--- src/design/ambient_cell_limit_smooth_macros.svh ---
// ----------------------------------------------------------------------------
// ambient_cell_limit_smooth assertion macros
// Shared concurrent check shorthands for the luminance limiter blocks.
// ----------------------------------------------------------------------------
`ifndef AMBIENT_CELL_LIMIT_SMOOTH_MACROS_SVH
`define AMBIENT_CELL_LIMIT_SMOOTH_MACROS_SVH

// Same-cycle implication, disabled during reset
`define ACLS_ASSERT_IMP(label, clk, rst_n, ante, cons) \
    label: assert property (@(posedge clk) disable iff (!rst_n) (ante) |-> (cons)) \
        else $error("ambient_cell_limit_smooth: same-cycle check failed");

// Next-cycle implication, disabled during reset
`define ACLS_ASSERT_NEXT(label, clk, rst_n, ante, cons) \
    label: assert property (@(posedge clk) disable iff (!rst_n) (ante) |=> (cons)) \
        else $error("ambient_cell_limit_smooth: next-cycle check failed");

`endif

--- src/design/acls_pkg.sv ---
`timescale 1ns / 1ps
// ----------------------------------------------------------------------------
// acls_pkg
// Types and constants shared by the luminance limiter and cell smoother.
// ----------------------------------------------------------------------------
package acls_pkg;

    // Grid size defaults
    localparam int GRID_COLUMNS_DEF = 12;
    localparam int GRID_ROWS_DEF    = 6;

    // Field widths
    localparam int IDX_W   = 7;
    localparam int PIX_W   = 8;
    localparam int CH_W    = 16;
    localparam int CFG_W   = 17;
    localparam int COLOR_W = 3 * CH_W;

    // Rec.709 weights in Q0.16, summing to 1.0
    localparam logic [CH_W-1:0] WEIGHT_R = 16'd13933;
    localparam logic [CH_W-1:0] WEIGHT_G = 16'd46871;
    localparam logic [CH_W-1:0] WEIGHT_B = 16'd4732;

    // One quotient bit per divider cell
    localparam int DIV_STEPS = CH_W;

    // Configuration register indexes
    localparam logic CFG_LUM_LIMIT = 1'b0;
    localparam logic CFG_SMOOTH    = 1'b1;

    // Reset values of the configuration registers
    localparam logic [CFG_W-1:0] LUM_LIMIT_RST = 17'h10000;
    localparam logic [CFG_W-1:0] SMOOTH_RST    = 17'h04000;

    // Request travelling down the divider chain
    typedef struct packed {
        logic [IDX_W-1:0] idx;
        logic [CH_W-1:0]  red;
        logic [CH_W-1:0]  green;
        logic [CH_W-1:0]  blue;
        logic             scale;
        logic [CH_W-1:0]  divisor;
        logic [CH_W-1:0]  rem;
        logic [CH_W-1:0]  quo;
    } acls_div_t;

endpackage

--- src/design/acls_div_cell.sv ---
`timescale 1ns / 1ps
// ----------------------------------------------------------------------------
// acls_div_cell
// One restoring-division step: develops one quotient bit of limit/luminance
// and hands the request on to the next cell.
// ----------------------------------------------------------------------------
module acls_div_cell (
    input  logic                clk,
    input  logic                rst_n,
    input  logic                adv,
    input  logic                in_valid,
    input  acls_pkg::acls_div_t in_item,
    output logic                out_valid,
    output acls_pkg::acls_div_t out_item
);
    import acls_pkg::*;

    logic             valid_reg;
    acls_div_t        item_reg;
    acls_div_t        item_next;
    logic [CH_W:0]    trial;
    logic [CH_W:0]    trial_sub;
    logic             fits;

    // Shift the partial remainder and try the divisor
    always_comb
    begin
        trial     = {in_item.rem, 1'b0};
        trial_sub = trial - {1'b0, in_item.divisor};
        fits      = (trial >= {1'b0, in_item.divisor});
        item_next = in_item;
        item_next.rem = fits ? trial_sub[CH_W-1:0] : trial[CH_W-1:0];
        item_next.quo = {in_item.quo[CH_W-2:0], fits};
    end

    // Advance the valid flag
    always_ff @(posedge clk or negedge rst_n)
    begin
        if (!rst_n)
        begin
            valid_reg <= 1'b0;
        end
        else if (adv)
        begin
            valid_reg <= in_valid;
        end
    end

    // Advance the payload
    always_ff @(posedge clk)
    begin
        if (adv)
        begin
            item_reg <= item_next;
        end
    end

    assign out_valid = valid_reg;
    assign out_item  = item_reg;

endmodule

--- config.mk ---
export PLATFORM = sky130hd
export DESIGN_NAME = acls_div_cell
export DESIGN_NICKNAME = d
export VERILOG_FILES = /design/src/design/ambient_cell_limit_smooth_macros.svh /design/src/design/acls_pkg.sv /design/src/design/acls_div_cell.sv
export SDC_FILE = /design/constraint.sdc
export NUM_CORES = 1
export LEC_CHECK = 0
export BUFFER_PORTS_ARGS = -buffer_cell sky130_fd_sc_hd__buf_2
export CORE_MARGIN = 3
export CORE_UTILIZATION = 35
export CTS_CLUSTER_SIZE = 20
export DETAILED_ROUTE_END_ITERATION = 10
export PLACE_DENSITY_LB_ADDON = 0.05
export SLEW_MARGIN = 5
export SYNTH_ARGS = -nofsm -noshare
export SYNTH_HDL_FRONTEND = slang
export SYNTH_SLANG_ARGS = --single-unit
--- constraint.sdc ---
create_clock -name clk -period 0.9 [get_ports clk]
set_input_delay 0.18 -clock clk [delete_from_list [all_inputs] [get_ports clk]]
set_output_delay 0.18 -clock clk [all_outputs]
set_load 0.005 [all_outputs]
Yosys cells after proc, flatten, opt, wreduce, memory -nomap -nowiden

Index checks and enable logic that the tools add are counted.

Flip-flop bits (word level): 105
Bits of input ports: 108
Output and inout bits: 105
Logic and storage cells: 13

$add $sub $neg: 1
Order comparisons: 1
Mux-type cells: 1

Operators with widths:

| operator         | number |
|---|---|
| $ge A17 B16 Y1   | 1 |
| $mux W16         | 1 |
| $sub A16 B16 Y16 | 1 |

Longest topological paths before layout

Depth in word-level cells: 2
Mapped depth: 10
Gate-level depth less buffers: 8

Least setup slack after synthesis

No wires, ideal clock.

Path kind: input -> register
From: input in_item[40] in the netlist's numbering
To: register item_reg, in the netlist out_item[24], data pin
Library setup time: 0.260 ns
Arrival time: 1.990 ns
Data required time: 0.640 ns
Slack: -1.350 ns
Stages on the path: 10
Path buffers: 2
Cell sequence: inv_1 ha_1 buf_2 nand4_2 or2_4 a31oi_4 o21bai_2 a21boi_4 buf_12 mux2_4

RTL lines:

| what                 | line                | RTL |
|---|---|---|
| start, declared      | acls_div_cell.sv:12 | `input acls_pkg::acls_div_t in_item,` |
| end signal, assigned | acls_div_cell.sv:54 | `item_reg <= item_next;` |
| end, declared        | acls_div_cell.sv:19 | `acls_div_t item_reg;` |

==> results.ini <==
[synth]
synthMuxAreaShare_pct = 4.383
seq_area_frac_synth_pct = 73.03
synthSimpleGateAreaFrac_pct = 5.457
synth.avg_cell_area_sq_um = 16.58
synth_nets = 385
ys_warn_count = 0
synthXorXnorAreaFrac_pct = 2.235
ys.flop_type = edfxtp_1
netlist_top_cells_area = edfxtp_1 72%, ha_1 4.6%, mux2_4 2.1%, mux2_2 1.8%, inv_1 1.7%
synth_top_area_cell = edfxtp_1
synth-edff-count = 104
synthAdderAreaFrac_pct = 5.109
synth_top_area_share_pct = 72.45
netlist_area_sq_um = 4310
async_flop_share_pct = 0.9524
synth_seq_cells = 105
postSynthCellCount = 260
synth_top_family_by_area = compound AO/OA/AOI/OAI gates
yosysUniqueCellTypes = 44
synth_compound_area_share_pct = 7.547

[setup_path]
cp_cell_sequence = buf_6 -> buf_6 -> ha_4 -> ha_4 -> nand4_1 -> o311a_1 -> a21boi_4 -> buf_6 -> mux2_4
crit_start = in_item[16]
path_max_fanout = 7
path_delay_family = compound AO/OA/AOI/OAI gates
crit_buf_inv = 3
worstSetupEndpointType = flop
crit_type = input port to flop
cp-start-kind = input port
cpPeakStageDelay_ps = 350
path_common_cell = buf_6
cp_data_required_time_ps = 990
critPathSlowestCell = o311a_1
r2r-start = out_valid$_DFFE_PN0P_
crit_arrival_ps = 1940

[final_layout]
nets = 742
areaGrowthSynthToFinish_pct = 72.74
stdcell_count = 765
fillCellCount = 938
drive_above_1_share_pct = 56.75
fin_util_pct = 63.58
antenna_cells = 0

[timing]
period_share_pct = 205.4
maxSlewViolCount = 0
timing.hold.ws_ps = 19.69
slew_headroom_pct = 73.28
finalWorstSetupSlack_ps = -948.5
skew_ps = 0
worst_pin_slew_ps = 400.7
final_hold_viol_count = 0
fmax_mhz = 541.0
min_period_ps = 1849
rsz0062_at_grt = true
setup_viol = 122

[routing]
wl_met1_um = 4495
wl_met2_um = 5454
drt-total-wl_um = 10930
topRoutingLayerUsed = met4
post_drt_via_cell_ratio = 4.502
via_count = 3444
met3_length_um = 762
post_drt_wl_per_cell_um = 14.29
drt_iter0_markers = 129
drc = 0
ant_nets = 0
firstDrtPassIters = 4

[clock_network]
cts-root-buf = clkbuf_16
cts_tree = yes
htree_levels = 3
clkTransAtPathRegs_ps = 70
clock_latency_ps = 340
clk_path_buf_depth = 2
numCtsBuffers = 9
cts_sinks = 105

[power_and_ir_drop]
p_total_mw = 12.46
internal-power_mw = 9.624
p_seq_share_pct = 48.1
p_switching_mw = 2.836
combinationalPowerShare_pct = 21.1
power.share.switching_pct = 22.76
power_density_nw_per_um2 = 1673
pwr-share-clk_pct = 30.8
p_leak_nw = 3.281
vdd_drop_max_uv = 1065

[place]
dp.cells = 673
numPortBuffers = 211
dp_hpwl_um = 8050
gp_congestion = 0.7789

[flow_run]
maxCapViolCount = 0

[die]
die_w_um = 117.0
dieArea_sq_um = 13680
start_util_pct = 36.81
core-area_sq_um = 11710
num_rows = 39
fp.dieH_um = 117.0
num_io_pins = 213

[outcome]
violations = negative setup slack
outcome = complete, but fails checks

[hold_path]
hold_path_class = input port to flop
min_from = in_item[7]

[global_routing]
grt_pass1_vias = 3461
grt_max_degree = 34
grt_pass1_wl_um = 16450
grt_usage_pct = 15.84
antenna_found_initial = 0
overflow = 0

[cell usage after synthesis (2+ instances only)]
cell type	n
a21o_1	5
nand2_1	10
ha_1	16
o21a_1	3
o21ai_0	7
o211ai_1	3
a21oi_1	11
mux2_4	6
or3_1	3
o21bai_1	2
xnor2_1	6
xor2_1	5
inv_1	19
nand2b_1	2
nor3_1	3
mux2i_1	2
nand3_1	5
mux2_2	7
nor2b_1	3
a211oi_1	3
nor2_1	11
edfxtp_1	104
and2_1	3
[layout make-up]
class | instances | area (sq um) | area share [%]
sequential | 105 | 3148 | 42.28
tap | 143 | 178.9 | 2.403
multi-input combinational | 134 | 1360 | 18.27
timing repair buffer | 348 | 2380 | 31.96
inverter | 19 | 83.83 | 1.126
clock buffer | 10 | 229.0 | 3.075
clock inverter | 6 | 66.31 | 0.8906
[flip-flops by register name, summed over array words and instances (netlist names)]
signal / count
out_valid: 1
out_item: 104
[metal layers]
metal | vias to the layer above | GRT usage [%]
li1 | 1699 | -
met1 | 1590 | 18.50
met5 | - | 0
met3 | 14 | 4.524
met2 | 141 | 27.30
met4 | 0 | 6.728
[power by group through the flow]
stage	registers [mW]	clock network, mW	logic (mW)
finish	6.00	3.84	2.62
global route	6.04	4.17	2.88
CTS	6.00	4.01	2.56
detailed placement	6.10	0	2.12
global placement	6.09	0	2.11
floorplan	6.19	0	0.815
[kinds of logic after synthesis]
logic type,after synthesis
adders and majority gates,17
muxes,15
and+or+nand+nor,46
AOI/OAI and AO/OA,45
xor gates and xnor gates,11
DFF,105
buffers and inverters,21
[worst paths after layout]
path	cells past startpoint	end	slack (ps)
max reg2reg	2	out_valid$_DFFE_PN0P_	50
max in group asynchronous	2	out_valid$_DFFE_PN0P_	670
min in group asynchronous	2	out_valid$_DFFE_PN0P_	150
min	1	out_item[8]$_DFFE_PP_	20
min reg2reg	2	out_valid$_DFFE_PN0P_	590
max	9	out_item[25]$_DFFE_PP_	-950
[layout by cell type (no fill, tap or decap), types with 3 or more instances in the layout]
cell	n
buf_6	14
a21o_1	5
xor2_1	5
a21oi_1	9
or3_1	3
xnor2_1	6
ha_1	4
buf_2	201
nand3_1	4
dlygate4sd3_1	67
o21ai_0	5
o211ai_1	3
inv_2	9
buf_4	62
nor2_1	10
buf_12	4
nand2_1	9
edfxtp_1	104
clkbuf_16	9
ha_4	12
o21a_1	3
inv_1	9
mux2_4	12
[through the flow]
step	setup WS, ps	area, sq um	setup TNS [ps]
2_1_floorplan	-1255	4405	-19040
3_3_place_gp	-1458	6107	-29400
3_5_place_dp	-1477	6107	-29660
4_1_cts	-977.1	7263	-29650
5_1_grt	-998.5	7446	-32490
6_report	-948.5	7446	-26480
[what timing repair did]
item,CTS,global route
pin swaps,14,21
hold buffers,61,6
setup endpoints to repair,122,122
buffers inserted,7,3
hold endpoints to repair,61,6
gates resized for setup,38,31
Note: power is estimated with default switching activity, not from simulation.
