==> config.mk <==
export PLATFORM = sky130hd
export DESIGN_NAME = acls_cell_mem
export DESIGN_NICKNAME = d
export VERILOG_FILES = /design/src/design/ambient_cell_limit_smooth_macros.svh /design/src/design/acls_pkg.sv /design/src/design/acls_cell_mem.sv
export SDC_FILE = /design/constraint.sdc
export NUM_CORES = 2
export LEC_CHECK = 0
export BUFFER_PORTS_ARGS = -buffer_cell sky130_fd_sc_hd__buf_2
export CELL_PAD_IN_SITES_DETAIL_PLACEMENT = 2
export CELL_PAD_IN_SITES_GLOBAL_PLACEMENT = 2
export CORE_MARGIN = 4
export CORE_UTILIZATION = 51
export DETAILED_ROUTE_END_ITERATION = 10
export GPL_ROUTABILITY_DRIVEN = 1
export PLACE_DENSITY = 0.81
export SLEW_MARGIN = 5
export SYNTH_ARGS = -nofsm -noshare
export SYNTH_HDL_FRONTEND = slang
export SYNTH_SLANG_ARGS = --single-unit
==> constraint.sdc <==
create_clock -name clk -period 4.8 [get_ports clk]
set_clock_uncertainty 0.2 [all_clocks]
set_input_delay 0.24 -clock clk [delete_from_list [all_inputs] [get_ports clk]]
set_output_delay 0.24 -clock clk [all_outputs]
set_load 0.01 [all_outputs]
==> src/design/ambient_cell_limit_smooth_macros.svh <==
// ----------------------------------------------------------------------------
// ambient_cell_limit_smooth assertion macros
// Shared concurrent check shorthands for the luminance limiter blocks.
// ----------------------------------------------------------------------------
`ifndef AMBIENT_CELL_LIMIT_SMOOTH_MACROS_SVH
`define AMBIENT_CELL_LIMIT_SMOOTH_MACROS_SVH

// Same-cycle implication, disabled during reset
`define ACLS_ASSERT_IMP(label, clk, rst_n, ante, cons) \
    label: assert property (@(posedge clk) disable iff (!rst_n) (ante) |-> (cons)) \
        else $error("ambient_cell_limit_smooth: same-cycle check failed");

// Next-cycle implication, disabled during reset
`define ACLS_ASSERT_NEXT(label, clk, rst_n, ante, cons) \
    label: assert property (@(posedge clk) disable iff (!rst_n) (ante) |=> (cons)) \
        else $error("ambient_cell_limit_smooth: next-cycle check failed");

`endif

==> src/design/acls_pkg.sv <==
`timescale 1ns / 1ps
// ----------------------------------------------------------------------------
// acls_pkg
// Types and constants shared by the luminance limiter and cell smoother.
// ----------------------------------------------------------------------------
package acls_pkg;

    // Grid size defaults
    localparam int GRID_COLUMNS_DEF = 12;
    localparam int GRID_ROWS_DEF    = 6;

    // Field widths
    localparam int IDX_W   = 7;
    localparam int PIX_W   = 8;
    localparam int CH_W    = 16;
    localparam int CFG_W   = 17;
    localparam int COLOR_W = 3 * CH_W;

    // Rec.709 weights in Q0.16, summing to 1.0
    localparam logic [CH_W-1:0] WEIGHT_R = 16'd13933;
    localparam logic [CH_W-1:0] WEIGHT_G = 16'd46871;
    localparam logic [CH_W-1:0] WEIGHT_B = 16'd4732;

    // One quotient bit per divider cell
    localparam int DIV_STEPS = CH_W;

    // Configuration register indexes
    localparam logic CFG_LUM_LIMIT = 1'b0;
    localparam logic CFG_SMOOTH    = 1'b1;

    // Reset values of the configuration registers
    localparam logic [CFG_W-1:0] LUM_LIMIT_RST = 17'h10000;
    localparam logic [CFG_W-1:0] SMOOTH_RST    = 17'h04000;

    // Request travelling down the divider chain
    typedef struct packed {
        logic [IDX_W-1:0] idx;
        logic [CH_W-1:0]  red;
        logic [CH_W-1:0]  green;
        logic [CH_W-1:0]  blue;
        logic             scale;
        logic [CH_W-1:0]  divisor;
        logic [CH_W-1:0]  rem;
        logic [CH_W-1:0]  quo;
    } acls_div_t;

endpackage

==> src/design/acls_cell_mem.sv <==
`timescale 1ns / 1ps
// ----------------------------------------------------------------------------
// acls_cell_mem
// Per-cell colour store: one write and one registered read per cycle,
// with a clearing pass after reset that zeroes every cell.
// ----------------------------------------------------------------------------
module acls_cell_mem #(
    parameter int NUM_CELLS = acls_pkg::GRID_COLUMNS_DEF * acls_pkg::GRID_ROWS_DEF,
    parameter int ADDR_W    = (NUM_CELLS > 1) ? $clog2(NUM_CELLS) : 1
) (
    input  logic                         clk,
    input  logic                         rst_n,
    input  logic                         rd_en,
    input  logic [ADDR_W-1:0]            rd_addr,
    output logic [acls_pkg::COLOR_W-1:0] rd_data,
    input  logic                         wr_en,
    input  logic [ADDR_W-1:0]            wr_addr,
    input  logic [acls_pkg::COLOR_W-1:0] wr_data,
    output logic                         busy
);
    import acls_pkg::*;

    logic [COLOR_W-1:0] mem [0:NUM_CELLS-1];
    logic [COLOR_W-1:0] rd_data_reg;
    logic [ADDR_W-1:0]  clr_cnt_reg;
    logic [ADDR_W-1:0]  clr_cnt_next;
    logic               busy_reg;
    logic               busy_next;

    // Step the clearing pass
    always_comb
    begin
        clr_cnt_next = clr_cnt_reg;
        busy_next    = busy_reg;
        if (busy_reg)
        begin
            if (clr_cnt_reg == ADDR_W'(NUM_CELLS - 1))
            begin
                busy_next = 1'b0;
            end
            else
            begin
                clr_cnt_next = clr_cnt_reg + 1'b1;
            end
        end
    end

    always_ff @(posedge clk or negedge rst_n)
    begin
        if (!rst_n)
        begin
            busy_reg    <= 1'b1;
            clr_cnt_reg <= '0;
        end
        else
        begin
            busy_reg    <= busy_next;
            clr_cnt_reg <= clr_cnt_next;
        end
    end

    // Write: clearing pass first, then updates
    always_ff @(posedge clk)
    begin
        if (busy_reg)
        begin
            mem[clr_cnt_reg] <= '0;
        end
        else if (wr_en)
        begin
            mem[wr_addr] <= wr_data;
        end
    end

    // Registered read, held while the pipeline is frozen
    always_ff @(posedge clk)
    begin
        if (rd_en)
        begin
            rd_data_reg <= mem[rd_addr];
        end
    end

    assign rd_data = rd_data_reg;
    assign busy    = busy_reg;

endmodule

==> impl_metrics.py, run 1 <==
metrics = {
    "outcome": {
        "status": "aborted with a tool error",
        "failed_stage": "3_5_place_dp",
        "firstError": "[ERROR DPL-0033] detailed placement checks failed during check placement.",
    },
    "placed_design": {
        "dpl.hpwl_um": 348000,
        "place.gp.congestion": 0.819,
        "numPortBuffers": 114,
    },
    "synth": {
        "syn_area_um2": 135000,
        "synth-seq-area-share_pct": 78.2,
        "yosysWarnings": 0,
        "synth_mux_area_share_pct": 15.5,
        "synth_flop_cell": "edfxtp_1",
        "synthesis.nets": 6249,
        "synth_compound_area_share_pct": 3.32,
        "ys_ff_latch": 3512,
        "netlist_instances": 6182,
        "synth_xor_area_share_pct": 0.0390,
        "synth-simple-area-share_pct": 1.35,
        "synth_edf_count": 3504,
        "syn_avg_cell_area_um2": 21.8,
        "async_flop_share_pct": 0.228,
        "synth_top_family_by_area": "multiplexers",
        "synth_cell_types": 64,
        "post_synth_fa_ha_maj_area_fraction_pct": 0.00928,
    },
    "die": {
        "dieWidth_um": 522,
        "rows": 188,
        "die_h_um": 522,
        "ioPinCount": 115,
        "start_util_pct": 51.3,
    },
}
## through the flow
stage	hold WS, ns	instances	setup slack, ns	area, µm²
global placement	-0.104	9798	1.15	142000
floorplan	-0.256	6182	0.540	135000
## logic make-up after synthesis
| group | after synthesis |
|---|---|
| flops | 3512 |
| mux | 1291 |
| compound gates | 636 |
| simple gates | 379 |
| buf+inv | 357 |
| xor+xnor | 6 |
| fa+ha+maj | 1 |
## synth_stat cells, drive strengths merged (54+ instances only)
| cell | n | area, µm² |
|---|---|---|
| edfxtp | 3504 | 105000 |
| mux2 | 59 | 664 |
| mux2i | 600 | 6010 |
| nor2 | 118 | 443 |
| a21oi | 125 | 626 |
| mux4 | 632 | 14200 |
| nand2 | 73 | 274 |
| buf | 212 | 1580 |
| a22oi | 287 | 2150 |
| nand3 | 59 | 295 |
| and2 | 54 | 338 |
| clkbuf | 139 | 522 |
==> run 2, diff against run 1 <==
--- a/config.mk
+++ b/config.mk
@@ -6,13 +6,11 @@
 export NUM_CORES = 2
 export LEC_CHECK = 0
 export BUFFER_PORTS_ARGS = -buffer_cell sky130_fd_sc_hd__buf_2
-export CELL_PAD_IN_SITES_DETAIL_PLACEMENT = 2
-export CELL_PAD_IN_SITES_GLOBAL_PLACEMENT = 2
 export CORE_MARGIN = 4
-export CORE_UTILIZATION = 51
+export CORE_UTILIZATION = 40
 export DETAILED_ROUTE_END_ITERATION = 10
 export GPL_ROUTABILITY_DRIVEN = 1
-export PLACE_DENSITY = 0.81
+export PLACE_DENSITY_LB_ADDON = 0.15
 export SLEW_MARGIN = 5
 export SYNTH_ARGS = -nofsm -noshare
 export SYNTH_HDL_FRONTEND = slang
==> impl_metrics.py, run 2 <==
metrics = {
    "clock_tree": {
        "clockRootBuffer": "clkbuf_16",
        "cts_buffers": 359,
        "hold_buffers": 44,
        "cts_buffer_depth": 4,
        "htree_levels": 5,
        "clock_latency_ns": 0.93,
        "cts_resized": 0,
        "cts_tree": "built",
        "cts_num_sinks": 3512,
        "clkTransAtPathRegs_ns": 0.06,
        "cts_setup_buffers": 0,
    },
    "sta": {
        "rsz0062_at_grt": "false",
        "tightest_slew_ns": 1.27,
        "fin_crit_ns": 3.89,
        "maxSlewHeadroom_pct": 15.5,
        "fin_crit_sh_pct": 80.9,
        "hold_violations": 0,
        "setup_tns_ns": 0,
        "finalSetupViolations": 0,
        "fmax_mhz": 257,
        "slew_violations": 0,
    },
    "setup_path": {
        "worstPathRequired_ns": 5.20,
        "worst-path-max-fanout": 22,
        "cp_cell_sequence": "nand2b_1 > o22ai_1 > nand2_1 > nor2_4 > buf_12",
        "crit_type": "reg -> reg",
        "cp_slowest_stage_delay_ns": 0.94,
        "reg2reg_setup_slack_ns": 0.91,
        "r2r_start": "busy",
        "cp_slowest_cell": "nor2_4",
        "arrival_ns": 4.28,
        "reg2reg_to": "mem[34][21]",
        "endpoint_kind": "flip-flop",
        "critPathLaunchType": "flip-flop",
        "reg2reg_depth": 5,
    },
    "synth": {
        "synth_common_cells": "edfxtp_1, mux4_2, mux2i_1",
        "synth_flop_cell": "edfxtp_1",
        "ys_ff_latch": 3512,
        "syn_area_um2": 135000,
        "synth_area_leaders": "edfxtp_1, mux4_2, mux2i_1",
        "syn_avg_cell_area_um2": 21.8,
        "synth_top_area_cell": "edfxtp_1",
        "synthesis.nets": 6249,
        "yosysMostFrequentCell": "edfxtp_1",
        "synth_cell_types": 64,
        "yosysWarnings": 0,
        "async_flop_share_pct": 0.228,
        "synth_top_area_share_pct": 78.0,
        "synth-seq-area-share_pct": 78.2,
        "netlist_instances": 6182,
        "synth_edf_count": 3504,
    },
    "power_and_ir_drop": {
        "p_total_w": 0.0647,
        "irDropWorstVdd_v": 0.000266,
        "p_leak_nw": 50.9,
        "power.density_nw_per_um2": 416,
    },
    "placed_design": {
        "numPortBuffers": 114,
        "dp_cells": 10813,
        "place.gp.congestion": 0.806,
        "dpl.hpwl_um": 240000,
    },
    "drt": {
        "ant_nets": 0,
        "first_iter_violations": 8504,
        "wire_per_inst_um": 35.9,
        "dr.pass1.iters": 7,
        "wirelength_um": 414000,
        "vias": 67882,
        "drc": 0,
        "avgViaCountPerCell": 5.89,
    },
    "cells_and_area": {
        "nets": 6793,
        "largest_register_ffs": 3456,
        "layout-drive-gt1-share_pct": 25.9,
        "final_common_cell": "edfxtp_1",
        "area_growth_pct": 15.4,
        "final_cells": 11519,
        "layout_common_cells": "edfxtp_1, mux4_2, mux2i_1",
    },
    "hold_path": {
        "hold_path_depth": 2,
        "hp-class": "in -> reg",
        "hold_end": "mem[40][40]",
        "hp-start": "wr_data[40]",
    },
    "outcome": {
        "status": "finished, final reports clean",
    },
    "run": {
        "drv_cap": 0,
    },
    "global_route": {
        "antenna_found_initial": 27,
        "grtUsageMet3_pct": 4.02,
        "grt_pass1_vias": 68235,
        "overflow": 0,
        "grt_start_max_net_pins": 99,
        "met1_usage_pct": 33.5,
        "use_met2_pct": 37.5,
        "busiest_layer": "met2",
        "grt_pass1_wl_um": 569000,
        "track_usage_pct": 23.5,
    },
    "die": {
        "ioPinCount": 115,
        "rows": 212,
        "dieWidth_um": 589,
        "start_util_pct": 40.3,
        "die_area_um2": 346000,
        "die_h_um": 589,
        "core_area_um2": 334000,
    },
}
==> run 2: final cells by class <==
cell class / instances / area [µm²]
Multi-Input combinational cell: 2313 / 28000
Timing Repair Buffer: 534 / 5010
Sequential cell: 3512 / 105000
Clock buffer: 437 / 9470
Antenna cell: 12 / 30.0
Inverter: 6 / 23.8
Clock inverter: 211 / 1940
Tap cell: 4494 / 5620
Fill cell: 27651 / 179000
==> run 2: worst max-delay path, delay by kind of cell, from the launching register on <==
| kind | cells | cell delay [ns] |
|---|---|---|
| and+or+nand+nor | 3 | 1.95 |
| AOI/OAI and AO/OA | 1 | 0.64 |
| DFF | 1 | 0.41 |
| buffers and inverters | 1 | 0.28 |
==> run 2: how the worst max path moves through the flow <==
stage	startpoint	to	slack (ns)
floorplan	busy	mem[26][0]	0.54
global placement	rd_addr[1]	rd_data[15]	0.97
detailed placement	rd_addr[2]	rd_data[21]	0.95
CTS	busy	mem[34][11]	0.96
global route	busy	mem[34][11]	0.87
finish	busy	mem[34][21]	0.91
==> run 2: kinds of logic (layout without fill, tap and decap cells) <==
family	Yosys count	in the layout	share of synthesized area [%]
flip-flops	3512	3512	78.2
multiplexers	1291	1291	15.5
AO/OA/AOI/OAI	636	636	3.32
AND/OR/NAND/NOR	379	379	1.35
buffers and inverters	357	1188	1.58
XOR/XNOR	6	6	0.0390
adder cells (fa/ha/maj)	1	1	0.00928
other	0	12	0
==> run 2: report_power, final <==
group          switching (W)  total, W  internal (W)  leakage [nW]
Combinational        0.00216   0.00331       0.00115          12.6
Clock                 0.0118    0.0275        0.0157          5.55
Sequential         0.0000679    0.0339        0.0339          32.8
==> run 2: routing by layer <==
metal | vias up | routed length, µm | share of wire [%]
met5 | - | 56 | 0.014
met4 | 8 | 12000 | 2.9
met3 | 519 | 30700 | 7.4
met2 | 2813 | 197000 | 48
met1 | 37306 | 174000 | 42
li1 | 27236 | - | -
==> run 2: through the flow <==
| stage | setup WS (ns) | utilization (%) | area (µm²) | hold WS [ns] |
|---|---|---|---|---|
| detailed placement | 0.946 | 42.9 | 144000 | -0.105 |
| floorplan | 0.540 | - | 135000 | -0.256 |
| global placement | 0.970 | 42.9 | 144000 | -0.0978 |
| CTS | 0.958 | 46.5 | 155000 | 0.00393 |
| global route | 0.868 | 46.5 | 155000 | 0.0342 |
| finish | 0.915 | 46.5 | 156000 | 0.0568 |
Note: power is estimated with default switching activity, not from simulation.
